### src/hw/rtl/ascii_integer_parser_top_macros.svh
// ----------------------------------------------------------------------------
// ascii_integer_parser_top_macros
// Assertion macros used by the parser core.
// ----------------------------------------------------------------------------
`ifndef ASCII_INTEGER_PARSER_TOP_MACROS_SVH
`define ASCII_INTEGER_PARSER_TOP_MACROS_SVH

// Check that a condition holds at every clock edge out of reset.
`define AIP_ASSERT_ALWAYS(lbl, clk, rst_n, cond, msg) \
    lbl: assert property (@(posedge clk) disable iff (!rst_n) (cond)) \
        else $error(msg);

// Check that a condition in one cycle implies another in the next cycle.
`define AIP_ASSERT_NEXT(lbl, clk, rst_n, ante, cons, msg) \
    lbl: assert property (@(posedge clk) disable iff (!rst_n) (ante) |=> (cons)) \
        else $error(msg);

`endif

### src/hw/rtl/aip_pkg.sv
// ----------------------------------------------------------------------------
// aip_pkg
// Types, constants and the digit decoder of the ASCII integer parser.
// ----------------------------------------------------------------------------
`timescale 1ns / 1ps

package aip_pkg;

    localparam int VALUE_BITS  = 32;
    localparam int OFFSET_BITS = 10;
    localparam int CH_BITS     = 8;
    localparam int RADIX_BITS  = 6;
    localparam int STATUS_BITS = 2;
    localparam int PROD_BITS   = VALUE_BITS + RADIX_BITS;

    localparam logic [RADIX_BITS-1:0] RADIX_AUTO  = RADIX_BITS'(0);
    localparam logic [RADIX_BITS-1:0] RADIX_ONE   = RADIX_BITS'(1);
    localparam logic [RADIX_BITS-1:0] RADIX_BIN   = RADIX_BITS'(2);
    localparam logic [RADIX_BITS-1:0] RADIX_OCT   = RADIX_BITS'(8);
    localparam logic [RADIX_BITS-1:0] RADIX_DEC   = RADIX_BITS'(10);
    localparam logic [RADIX_BITS-1:0] RADIX_HEX   = RADIX_BITS'(16);
    localparam logic [RADIX_BITS-1:0] RADIX_MAX   = RADIX_BITS'(36);
    localparam logic [RADIX_BITS-1:0] DIGIT_NONE  = '1;

    localparam logic [CH_BITS-1:0] CH_SPACE  = 8'h20;
    localparam logic [CH_BITS-1:0] CH_TAB    = 8'h09;
    localparam logic [CH_BITS-1:0] CH_MINUS  = 8'h2D;
    localparam logic [CH_BITS-1:0] CH_PLUS   = 8'h2B;
    localparam logic [CH_BITS-1:0] CH_LOW_X  = 8'h78;
    localparam logic [CH_BITS-1:0] CH_UP_X   = 8'h58;
    localparam logic [CH_BITS-1:0] CH_LOW_B  = 8'h62;
    localparam logic [CH_BITS-1:0] CH_UP_B   = 8'h42;
    localparam logic [CH_BITS-1:0] CH_ZERO   = 8'h30;
    localparam logic [CH_BITS-1:0] CH_NINE   = 8'h39;
    localparam logic [CH_BITS-1:0] CH_UP_A   = 8'h41;
    localparam logic [CH_BITS-1:0] CH_UP_Z   = 8'h5A;
    localparam logic [CH_BITS-1:0] CH_LOW_A  = 8'h61;
    localparam logic [CH_BITS-1:0] CH_LOW_Z  = 8'h7A;
    localparam logic [CH_BITS-1:0] ALPHA_OFS = 8'd10;

    localparam logic [STATUS_BITS-1:0] ST_NONE  = 2'd0;
    localparam logic [STATUS_BITS-1:0] ST_VALID = 2'd1;
    localparam logic [STATUS_BITS-1:0] ST_OVF   = 2'd2;

    typedef enum logic [2:0] {
        PH_DONE,
        PH_WS,
        PH_LEAD,
        PH_ZERO,
        PH_PREFIX,
        PH_DIGITS
    } t_phase;

    typedef struct packed {
        logic [CH_BITS-1:0]    ch;
        logic [RADIX_BITS-1:0] radix;
        logic                  first;
    } t_in_item;

    typedef struct packed {
        logic signed [VALUE_BITS-1:0] value;
        logic [OFFSET_BITS-1:0]       end_offset;
        logic [STATUS_BITS-1:0]       status;
    } t_out_item;

    function automatic logic [RADIX_BITS-1:0] digit_of(input logic [CH_BITS-1:0] c);
        logic [RADIX_BITS-1:0] d;
        d = DIGIT_NONE;
        if (c >= CH_ZERO && c <= CH_NINE) begin
            d = RADIX_BITS'(c - CH_ZERO);
        end else if (c >= CH_UP_A && c <= CH_UP_Z) begin
            d = RADIX_BITS'(c - CH_UP_A + ALPHA_OFS);
        end else if (c >= CH_LOW_A && c <= CH_LOW_Z) begin
            d = RADIX_BITS'(c - CH_LOW_A + ALPHA_OFS);
        end
        return d;
    endfunction

endpackage

### src/hw/rtl/aip_core.sv
// ----------------------------------------------------------------------------
// aip_core
// Parse state and step logic: one character per fire.
// ----------------------------------------------------------------------------
`timescale 1ns / 1ps
`include "ascii_integer_parser_top_macros.svh"

module aip_core (
    input  logic              i_clk,
    input  logic              i_rst_n,
    input  logic              i_fire,
    input  aip_pkg::t_in_item i_item,
    output logic              o_emit,
    output aip_pkg::t_out_item o_result
);

    localparam int VB = aip_pkg::VALUE_BITS;
    localparam int OB = aip_pkg::OFFSET_BITS;
    localparam int RB = aip_pkg::RADIX_BITS;
    localparam int PB = aip_pkg::PROD_BITS;
    localparam logic [VB-1:0] VAL_MAX = {1'b0, {(VB-1){1'b1}}};
    localparam logic [VB-1:0] VAL_MIN = {1'b1, {(VB-1){1'b0}}};

    aip_pkg::t_phase r_phase, n_phase;
    logic [RB-1:0]   r_base, n_base;
    logic            r_neg, n_neg;
    logic [VB-1:0]   r_acc, n_acc;
    logic [1:0]      r_ds, n_ds;
    logic [OB-1:0]   r_pos, n_pos;
    logic [OB-1:0]   r_pend, n_pend;

    logic            bad_radix;
    aip_pkg::t_phase eph;
    logic [RB-1:0]   e_base;
    logic            e_neg;
    logic [VB-1:0]   e_acc;
    logic [1:0]      e_ds;
    logic [OB-1:0]   e_pos;
    logic [OB-1:0]   e_pend;
    logic [OB-1:0]   pos_inc;

    logic [RB-1:0]   dig;
    logic [RB-1:0]   tb;
    logic            is_ws, is_minus, is_plus, is_sign;
    logic            base_zero_ok, base_x_ok, base_b_ok;
    logic            ws_skip, sign_take, in_lead, lead_zero, x_pre, b_pre, pre;
    logic            take, d_ok, prefix_fail, finish, accept_digit, advance;
    logic [PB-1:0]   prod, limit;
    logic            ovf;

    assign bad_radix = i_item.first &&
                       (i_item.radix == aip_pkg::RADIX_ONE || i_item.radix > aip_pkg::RADIX_MAX);
    assign eph    = i_item.first ? (bad_radix ? aip_pkg::PH_DONE : aip_pkg::PH_WS) : r_phase;
    assign e_base = i_item.first ? i_item.radix : r_base;
    assign e_neg  = i_item.first ? 1'b0 : r_neg;
    assign e_acc  = i_item.first ? '0 : r_acc;
    assign e_ds   = i_item.first ? aip_pkg::ST_NONE : r_ds;
    assign e_pos  = i_item.first ? '0 : r_pos;
    assign e_pend = i_item.first ? '0 : r_pend;
    assign pos_inc = (e_pos != '1) ? e_pos + 1'b1 : e_pos;

    assign dig      = aip_pkg::digit_of(i_item.ch);
    assign is_ws    = i_item.ch == aip_pkg::CH_SPACE || i_item.ch == aip_pkg::CH_TAB;
    assign is_minus = i_item.ch == aip_pkg::CH_MINUS;
    assign is_plus  = i_item.ch == aip_pkg::CH_PLUS;
    assign is_sign  = is_minus || is_plus;

    assign base_x_ok    = e_base == aip_pkg::RADIX_AUTO || e_base == aip_pkg::RADIX_HEX;
    assign base_b_ok    = e_base == aip_pkg::RADIX_AUTO || e_base == aip_pkg::RADIX_BIN;
    assign base_zero_ok = base_x_ok || e_base == aip_pkg::RADIX_BIN;

    assign ws_skip   = eph == aip_pkg::PH_WS && is_ws;
    assign sign_take = eph == aip_pkg::PH_WS && is_sign;
    assign in_lead   = (eph == aip_pkg::PH_WS && !is_ws && !is_sign) ||
                       eph == aip_pkg::PH_LEAD;
    assign lead_zero = in_lead && i_item.ch == aip_pkg::CH_ZERO && base_zero_ok;
    assign x_pre     = eph == aip_pkg::PH_ZERO && base_x_ok &&
                       (i_item.ch == aip_pkg::CH_LOW_X || i_item.ch == aip_pkg::CH_UP_X);
    assign b_pre     = eph == aip_pkg::PH_ZERO && base_b_ok && !x_pre &&
                       (i_item.ch == aip_pkg::CH_LOW_B || i_item.ch == aip_pkg::CH_UP_B);
    assign pre       = x_pre || b_pre;

    always_comb begin
        unique case (eph)
            aip_pkg::PH_WS, aip_pkg::PH_LEAD: begin
                tb = (e_base == aip_pkg::RADIX_AUTO) ? aip_pkg::RADIX_DEC : e_base;
            end
            aip_pkg::PH_ZERO: begin
                tb = (e_base == aip_pkg::RADIX_AUTO) ? aip_pkg::RADIX_OCT : e_base;
            end
            default: begin
                tb = e_base;
            end
        endcase
    end

    assign take = (in_lead && !lead_zero) || (eph == aip_pkg::PH_ZERO && !pre) ||
                  eph == aip_pkg::PH_PREFIX || eph == aip_pkg::PH_DIGITS;
    assign d_ok         = dig < tb;
    assign prefix_fail  = eph == aip_pkg::PH_PREFIX && !d_ok;
    assign finish       = take && !d_ok && eph != aip_pkg::PH_PREFIX;
    assign accept_digit = take && d_ok;
    assign advance      = ws_skip || sign_take || lead_zero || pre || accept_digit;

    assign prod  = PB'(e_acc) * PB'(tb) + PB'(dig);
    assign limit = PB'(VAL_MAX) + PB'(e_neg);
    assign ovf   = prod > limit;

    always_comb begin
        n_phase = r_phase;
        if (i_fire) begin
            n_phase = eph;
            if (o_emit) begin
                n_phase = aip_pkg::PH_DONE;
            end else if (sign_take) begin
                n_phase = aip_pkg::PH_LEAD;
            end else if (lead_zero) begin
                n_phase = aip_pkg::PH_ZERO;
            end else if (pre) begin
                n_phase = aip_pkg::PH_PREFIX;
            end else if (accept_digit) begin
                n_phase = aip_pkg::PH_DIGITS;
            end
        end
    end

    always_comb begin
        n_base = e_base;
        n_neg  = e_neg;
        n_acc  = e_acc;
        n_ds   = e_ds;
        n_pos  = advance ? pos_inc : e_pos;
        n_pend = pre ? e_pos : e_pend;
        if (take) begin
            n_base = tb;
        end
        if (x_pre) begin
            n_base = aip_pkg::RADIX_HEX;
        end
        if (b_pre) begin
            n_base = aip_pkg::RADIX_BIN;
        end
        if (sign_take && is_minus) begin
            n_neg = 1'b1;
        end
        if (lead_zero) begin
            n_acc = '0;
            n_ds  = aip_pkg::ST_VALID;
        end
        if (accept_digit && e_ds != aip_pkg::ST_OVF) begin
            if (ovf) begin
                n_ds = aip_pkg::ST_OVF;
            end else begin
                n_acc = prod[VB-1:0];
                n_ds  = aip_pkg::ST_VALID;
            end
        end
    end

    always_comb begin
        o_emit   = bad_radix || prefix_fail || finish;
        o_result = '{value: '0, end_offset: '0, status: aip_pkg::ST_NONE};
        if (prefix_fail) begin
            o_result.end_offset = e_pend;
            o_result.status     = aip_pkg::ST_VALID;
        end else if (finish && e_ds != aip_pkg::ST_NONE) begin
            o_result.end_offset = e_pos;
            o_result.status     = e_ds;
            if (e_ds == aip_pkg::ST_OVF) begin
                o_result.value = $signed(e_neg ? VAL_MIN : VAL_MAX);
            end else begin
                o_result.value = $signed(e_neg ? -e_acc : e_acc);
            end
        end
    end

    always_ff @(posedge i_clk) begin
        if (!i_rst_n) begin
            r_phase <= aip_pkg::PH_DONE;
            r_base  <= '0;
            r_neg   <= 1'b0;
            r_acc   <= '0;
            r_ds    <= aip_pkg::ST_NONE;
            r_pos   <= '0;
            r_pend  <= '0;
        end else begin
            r_phase <= n_phase;
            if (i_fire) begin
                r_base <= n_base;
                r_neg  <= n_neg;
                r_acc  <= n_acc;
                r_ds   <= n_ds;
                r_pos  <= n_pos;
                r_pend <= n_pend;
            end
        end
    end

    `AIP_ASSERT_ALWAYS(a_ds_code, i_clk, i_rst_n, r_ds != 2'd3, "digit status holds an unused code")
    `AIP_ASSERT_NEXT(a_emit_done, i_clk, i_rst_n, i_fire && o_emit, r_phase == aip_pkg::PH_DONE, "phase not done after result")
    `AIP_ASSERT_NEXT(a_digit_phase, i_clk, i_rst_n, i_fire && accept_digit, r_phase == aip_pkg::PH_DIGITS && r_ds != aip_pkg::ST_NONE, "digit taken without entering digit phase")
    `AIP_ASSERT_ALWAYS(a_prefix_base, i_clk, i_rst_n, r_phase != aip_pkg::PH_PREFIX || r_base == aip_pkg::RADIX_HEX || r_base == aip_pkg::RADIX_BIN, "prefix phase with a base other than 2 or 16")
    `AIP_ASSERT_ALWAYS(a_acc_limit, i_clk, i_rst_n, r_acc <= VAL_MIN, "accumulator beyond the signed limit")

endmodule

### src/hw/rtl/ascii_integer_parser_top.sv
// ----------------------------------------------------------------------------
// ascii_integer_parser_top
// Streaming strtol-style ASCII to signed integer converter.
// ----------------------------------------------------------------------------
// Takes one character item per clock while the output is not stalled, and
// returns one result item per parsed string, registered in the result
// register after the character that ends the string was held in the input
// register; the multiply-add and limit compare on the accumulator lie
// between the input register and the result register.
`timescale 1ns / 1ps

module ascii_integer_parser_top (
    input  logic               i_clk,
    input  logic               i_rst_n,
    input  logic               i_in_valid,
    output logic               o_in_ready,
    input  aip_pkg::t_in_item  i_in_item,
    output logic               o_out_valid,
    input  logic               i_out_ready,
    output aip_pkg::t_out_item o_out_item
);

    logic               r_in_vld;
    aip_pkg::t_in_item  r_in;
    logic               r_out_vld;
    aip_pkg::t_out_item r_out;
    logic               fire;
    logic               emit;
    aip_pkg::t_out_item result;

    assign fire       = r_in_vld && (!r_out_vld || i_out_ready);
    assign o_in_ready = !r_in_vld || fire;

    aip_core u_core (
        .i_clk    (i_clk),
        .i_rst_n  (i_rst_n),
        .i_fire   (fire),
        .i_item   (r_in),
        .o_emit   (emit),
        .o_result (result)
    );

    always_ff @(posedge i_clk) begin
        if (!i_rst_n) begin
            r_in_vld <= 1'b0;
        end else if (o_in_ready) begin
            r_in_vld <= i_in_valid;
        end
    end

    always_ff @(posedge i_clk) begin
        if (i_in_valid && o_in_ready) begin
            r_in <= i_in_item;
        end
    end

    always_ff @(posedge i_clk) begin
        if (!i_rst_n) begin
            r_out_vld <= 1'b0;
        end else if (fire && emit) begin
            r_out_vld <= 1'b1;
        end else if (i_out_ready) begin
            r_out_vld <= 1'b0;
        end
    end

    always_ff @(posedge i_clk) begin
        if (fire && emit) begin
            r_out <= result;
        end
    end

    assign o_out_valid = r_out_vld;
    assign o_out_item  = r_out;

endmodule
### config.mk
export PLATFORM = sky130hd
export DESIGN_NAME = ascii_integer_parser_top
export DESIGN_NICKNAME = d
export VERILOG_FILES = /design/src/hw/rtl/aip_pkg.sv /design/src/hw/rtl/aip_core.sv /design/src/hw/rtl/ascii_integer_parser_top.sv
export VERILOG_INCLUDE_DIRS = /design/src /design/src/hw/rtl
export SDC_FILE = /design/constraint.sdc
export NUM_CORES = 1
export LEC_CHECK = 0
export ABC_AREA = 0
export BUFFER_PORTS_ARGS = -buffer_cell sky130_fd_sc_hd__buf_2
export CAP_MARGIN = 20
export CORE_MARGIN = 5
export CORE_UTILIZATION = 50
export DETAILED_ROUTE_END_ITERATION = 10
export PLACE_DENSITY_LB_ADDON = 0.25
export SLEW_MARGIN = 20
export SYNTH_ARGS = -nofsm -noshare
export SYNTH_HDL_FRONTEND = slang
export SYNTH_SLANG_ARGS = --single-unit
### constraint.sdc
create_clock -name i_clk -period 15.04 [get_ports i_clk]
set_clock_uncertainty 0.2 [all_clocks]
set_input_delay 0.752 -clock i_clk [delete_from_list [all_inputs] [get_ports i_clk]]
set_output_delay 0.752 -clock i_clk [all_outputs]
set_load 0.005 [all_outputs]
==> metrics.md <==
| Metric | Value |
|---|---|
| Outcome | `completed` |
| Initial antenna violation count | `0` |
| Number of remaining DRC errors | `0` |
| Fin area | `0.0153 mm2` |
| CTS Buf Count | `17` |
| Highest clock rate | `91.9 MHz` |
| Setup bufs post-CTS | `0` |
| Total Routing Usage GR | `26.2%` |
| Post-synth EDFFs | `59` |
| Drt pass-1 iters | `7` |
| Final WL | `41.3 mm` |
| Max stage delay cell, worst path | `edfxtp_1` |
| Seq/Total Area, Yosys | `21.8%` |
| Class of the worst hold path | `register to register` |
| Hold_sp | `u_core.r_pos[1]$_SDFFE_PN0P_` |
| Yosys cell types | `77` |
| Syn_nets | `1903` |
| Nets@finish | `1899` |
| Initial Util | `50.8%` |
| Crit path kind | `register to register` |
| Congestion Overflow GR | `0` |
| Layout cells sized above 1 | `8.18%` |
| Max_cap viols | `0` |
| Worst r2r src | `r_in[0]$_DFFE_PP_` |
| IO Pins | `65` |
| Worst Max-Slew Pin Slew | `1.05 ns` |
| Hold buffer count at cts | `0` |
| Worst R2R Setup Slack | `4.16 ns` |
| Top Metal Used | `met4` |
| Die H | `179 um` |
| Slowest stage delay, CP | `0.94 ns` |
| WP data required | `15.21 ns` |
| Sequential share of power | `42.8%` |
| Rel. slew slack | `29.9%` |
| Post-Synthesis Cells | `1630` |
| Wire length on met2 | `18.5 mm` |
| Clk slew on worst S/H paths | `0.07 ns` |
| RSZ-0062 raised after global routing | `false` |
| Reg area | `0.00309 mm2` |
| Hold Crit Endpoint | `u_core.r_pos[1]$_SDFFE_PN0P_` |
| IO buf count | `64` |
| Final setup fails | `0` |
| Clock latency on the worst-skew pair | `0.43 ns` |
| HPWL after DPL | `31.9 mm` |
| Fill count | `2526` |
| Worst Slack Setup Final | `4.16 ns` |
| Die width | `179 um` |
| Synthesized area | `0.0142 mm2` |
| First-pass GRT wire length | `66.2 mm` |
| TNS Setup | `0 ns` |
| Cell Area, Placed | `0.0147 mm2` |
| Syn Area/Cell | `8.71 um2` |
| Static leakage | `6.97 nW` |
| Vias in the first global route | `12217` |
| Max VDD drop | `0.0566 mV` |
| CTS H-tree lvls | `4` |
| Power density cells | `56.9 mW/mm2` |
| Clock power share | `47.0%` |
| Vias | `12456` |
| Num Clock Sinks | `125` |
| Worst reg2reg path depth | `32` |
| CP Capture Type | `register` |
| Top delay family on crit path | `compound AO/OA/AOI/OAI gates` |
| Psw | `0.258 mW` |
| Final worst path period share | `72.3%` |
| Fin. max-slew vios | `0` |
| Multi-input logic area | `0.0103 mm2` |
| CP Buf/Inv Count | `6` |
| YS warnings | `0` |
| Met3 WL | `3.51 mm` |
| Area of the core | `0.0279 mm2` |
| Avg WL per Cell | `20.5 um` |
| Min Clock Period, post-route | `10.88 ns` |
| Clk Tree Root Cell | `clkbuf_16` |
| Pin count of the biggest net entering global routing | `47` |
| DRT antenna net count | `0` |
| Critical path fanouts, max | `46` |
| R2r endpoint | `u_core.r_acc[14]$_SDFFE_PN0P_` |
| Ant diodes | `0` |
| Dominant synthesized flop cell | `dfxtp_1` |
| Async set-reset flop share out of synthesis | `0%` |
| Cts repair resizes | `0` |
| Row count | `61` |
| Post-synthesis register bit count | `125` |
| M1 wire length | `17.9 mm` |
| Crit path launch type | `register` |
| Commonest non-fill, non-tap cell in the layout | `nand2_1` |
| Clock buffer depth | `2` |
| CP arrival | `11.05 ns` |
| Total power | `0.872 mW` |
| Hold Fails Final Rpt | `0` |
| CTS tree | `done` |
| Most frequent cells in the layout | `150 x nand2_1, 143 x and2_1, 130 x ha_1` |
| DR iter-0 viols | `1279` |
| Routability cong. | `0.924` |
| Switching part of the total | `29.6%` |
| Area delta synth->final | `7.80%` |
| Combinational Power Share | `10.2%` |
| Cell-internal power | `0.614 mW` |
| Vias per std cell | `6.18` |
| Post-Place Worst Slack | `4.54 ns` |
| Hold Crit Depth | `2` |
| Die ar. | `0.0319 mm2` |
==> cells by family (layout without fill, tap and decap cells) <==
kind of cell | Yosys count | after routing | share of synthesized area (%)
flops | 125 | 125 | 21.8
mux | 10 | 10 | 0.722
fa+ha+maj | 254 | 254 | 28.9
xor+xnor | 32 | 32 | 1.97
compound gates | 425 | 425 | 20.3
simple gates | 580 | 580 | 20.8
buf+inv | 204 | 213 | 5.54
==> worst max-delay path by stage <==
| stage | slack [ns] | to | start | cells after the start |
|---|---|---|---|---|
| after floorplan | 6.53 | u_core.r_acc[29]$_SDFFE_PN0P_ | r_in[3]$_DFFE_PP_ | 35 |
| after global placement | 4.83 | u_core.r_acc[2]$_SDFFE_PN0P_ | r_in[0]$_DFFE_PP_ | 34 |
| after detailed placement | 4.54 | u_core.r_acc[12]$_SDFFE_PN0P_ | r_in[0]$_DFFE_PP_ | 33 |
| after CTS | 4.45 | u_core.r_acc[14]$_SDFFE_PN0P_ | r_in[0]$_DFFE_PP_ | 33 |
| after global routing | 3.69 | u_core.r_acc[11]$_SDFFE_PN0P_ | r_in[0]$_DFFE_PP_ | 33 |
| final | 4.16 | u_core.r_acc[14]$_SDFFE_PN0P_ | r_in[0]$_DFFE_PP_ | 32 |
==> per-stage QoR <==
stage	util (%)	hold slack, ns	instances
floorplan	-	0.242	1630
global placement	52.7	0.255	1985
detailed placement	52.7	0.275	1985
CTS	54.8	0.285	2017
global route	54.8	0.282	2017
finish	54.8	0.283	2017
==> synth_stat cells, types with 11 or more instances <==
cell type | n | area share [%]
nor3_1 | 33 | 1.2
nand4_1 | 21 | 0.92
a22o_1 | 36 | 2.2
and2_1 | 144 | 6.3
ha_1 | 130 | 11
xnor2_1 | 22 | 1.4
o21a_1 | 25 | 1.3
nor2b_1 | 19 | 0.84
nand3_1 | 29 | 1.0
nand2b_1 | 11 | 0.48
o211ai_1 | 17 | 0.90
clkbuf_1 | 94 | 2.5
a22oi_1 | 15 | 0.79
inv_1 | 100 | 2.6
fa_1 | 124 | 17
nor4_1 | 13 | 0.57
edfxtp_1 | 59 | 12
a31oi_1 | 14 | 0.62
a21oi_1 | 114 | 4.0
nor2_1 | 117 | 3.1
nand2_1 | 150 | 4.0
a211oi_1 | 12 | 0.63
o21ai_0 | 66 | 2.3
dfxtp_1 | 66 | 9.3
a21o_1 | 31 | 1.6
==> metal layers <==
| metal | global-route usage (%) | vias to the layer above |
|---|---|---|
| met5 | 0 | - |
| met4 | 8.92 | 0 |
| met3 | 5.28 | 89 |
| met2 | 41.1 | 572 |
| met1 | 36.4 | 6036 |
| li1 | - | 5759 |
==> power groups by stage <==
| stage | clock network [mW] | registers [mW] | logic, mW |
|---|---|---|---|
| floorplan | 0 | 0.376 | 0.0603 |
| global placement | 0 | 0.380 | 0.0856 |
| CTS | 0.410 | 0.373 | 0.0875 |
| finish | 0.409 | 0.373 | 0.0890 |
| detailed placement | 0 | 0.380 | 0.0870 |
| global route | 0.426 | 0.374 | 0.0982 |
==> sequential cells by signal, indices dropped and copies added (netlist names) <==
| name | count |
|---|---|
| o_out_item | 44 |
| o_out_valid | 1 |
| r_in | 15 |
| r_in_vld | 1 |
| u_core.r_acc | 32 |
| u_core.r_base | 6 |
| u_core.r_ds | 2 |
| u_core.r_neg | 1 |
| u_core.r_pend | 10 |
| u_core.r_phase | 3 |
| u_core.r_pos | 10 |
==> tightest hold or removal path, cell delays in order (launching register included) <==
cell and delay (ns):
dfxtp_1 0.31, nand2_1 0.05, a31oi_1 0.07
==> final cells by class <==
type	instances	share of cell area [%]
multi-input cells	1301	67.6
flip-flops and latches	125	20.2
well taps	378	3.09
repair buffers	81	2.93
clock buffers	17	2.78
inverters	100	2.45
clock inverters	15	0.956
Note: power is estimated with default switching activity, not from simulation.
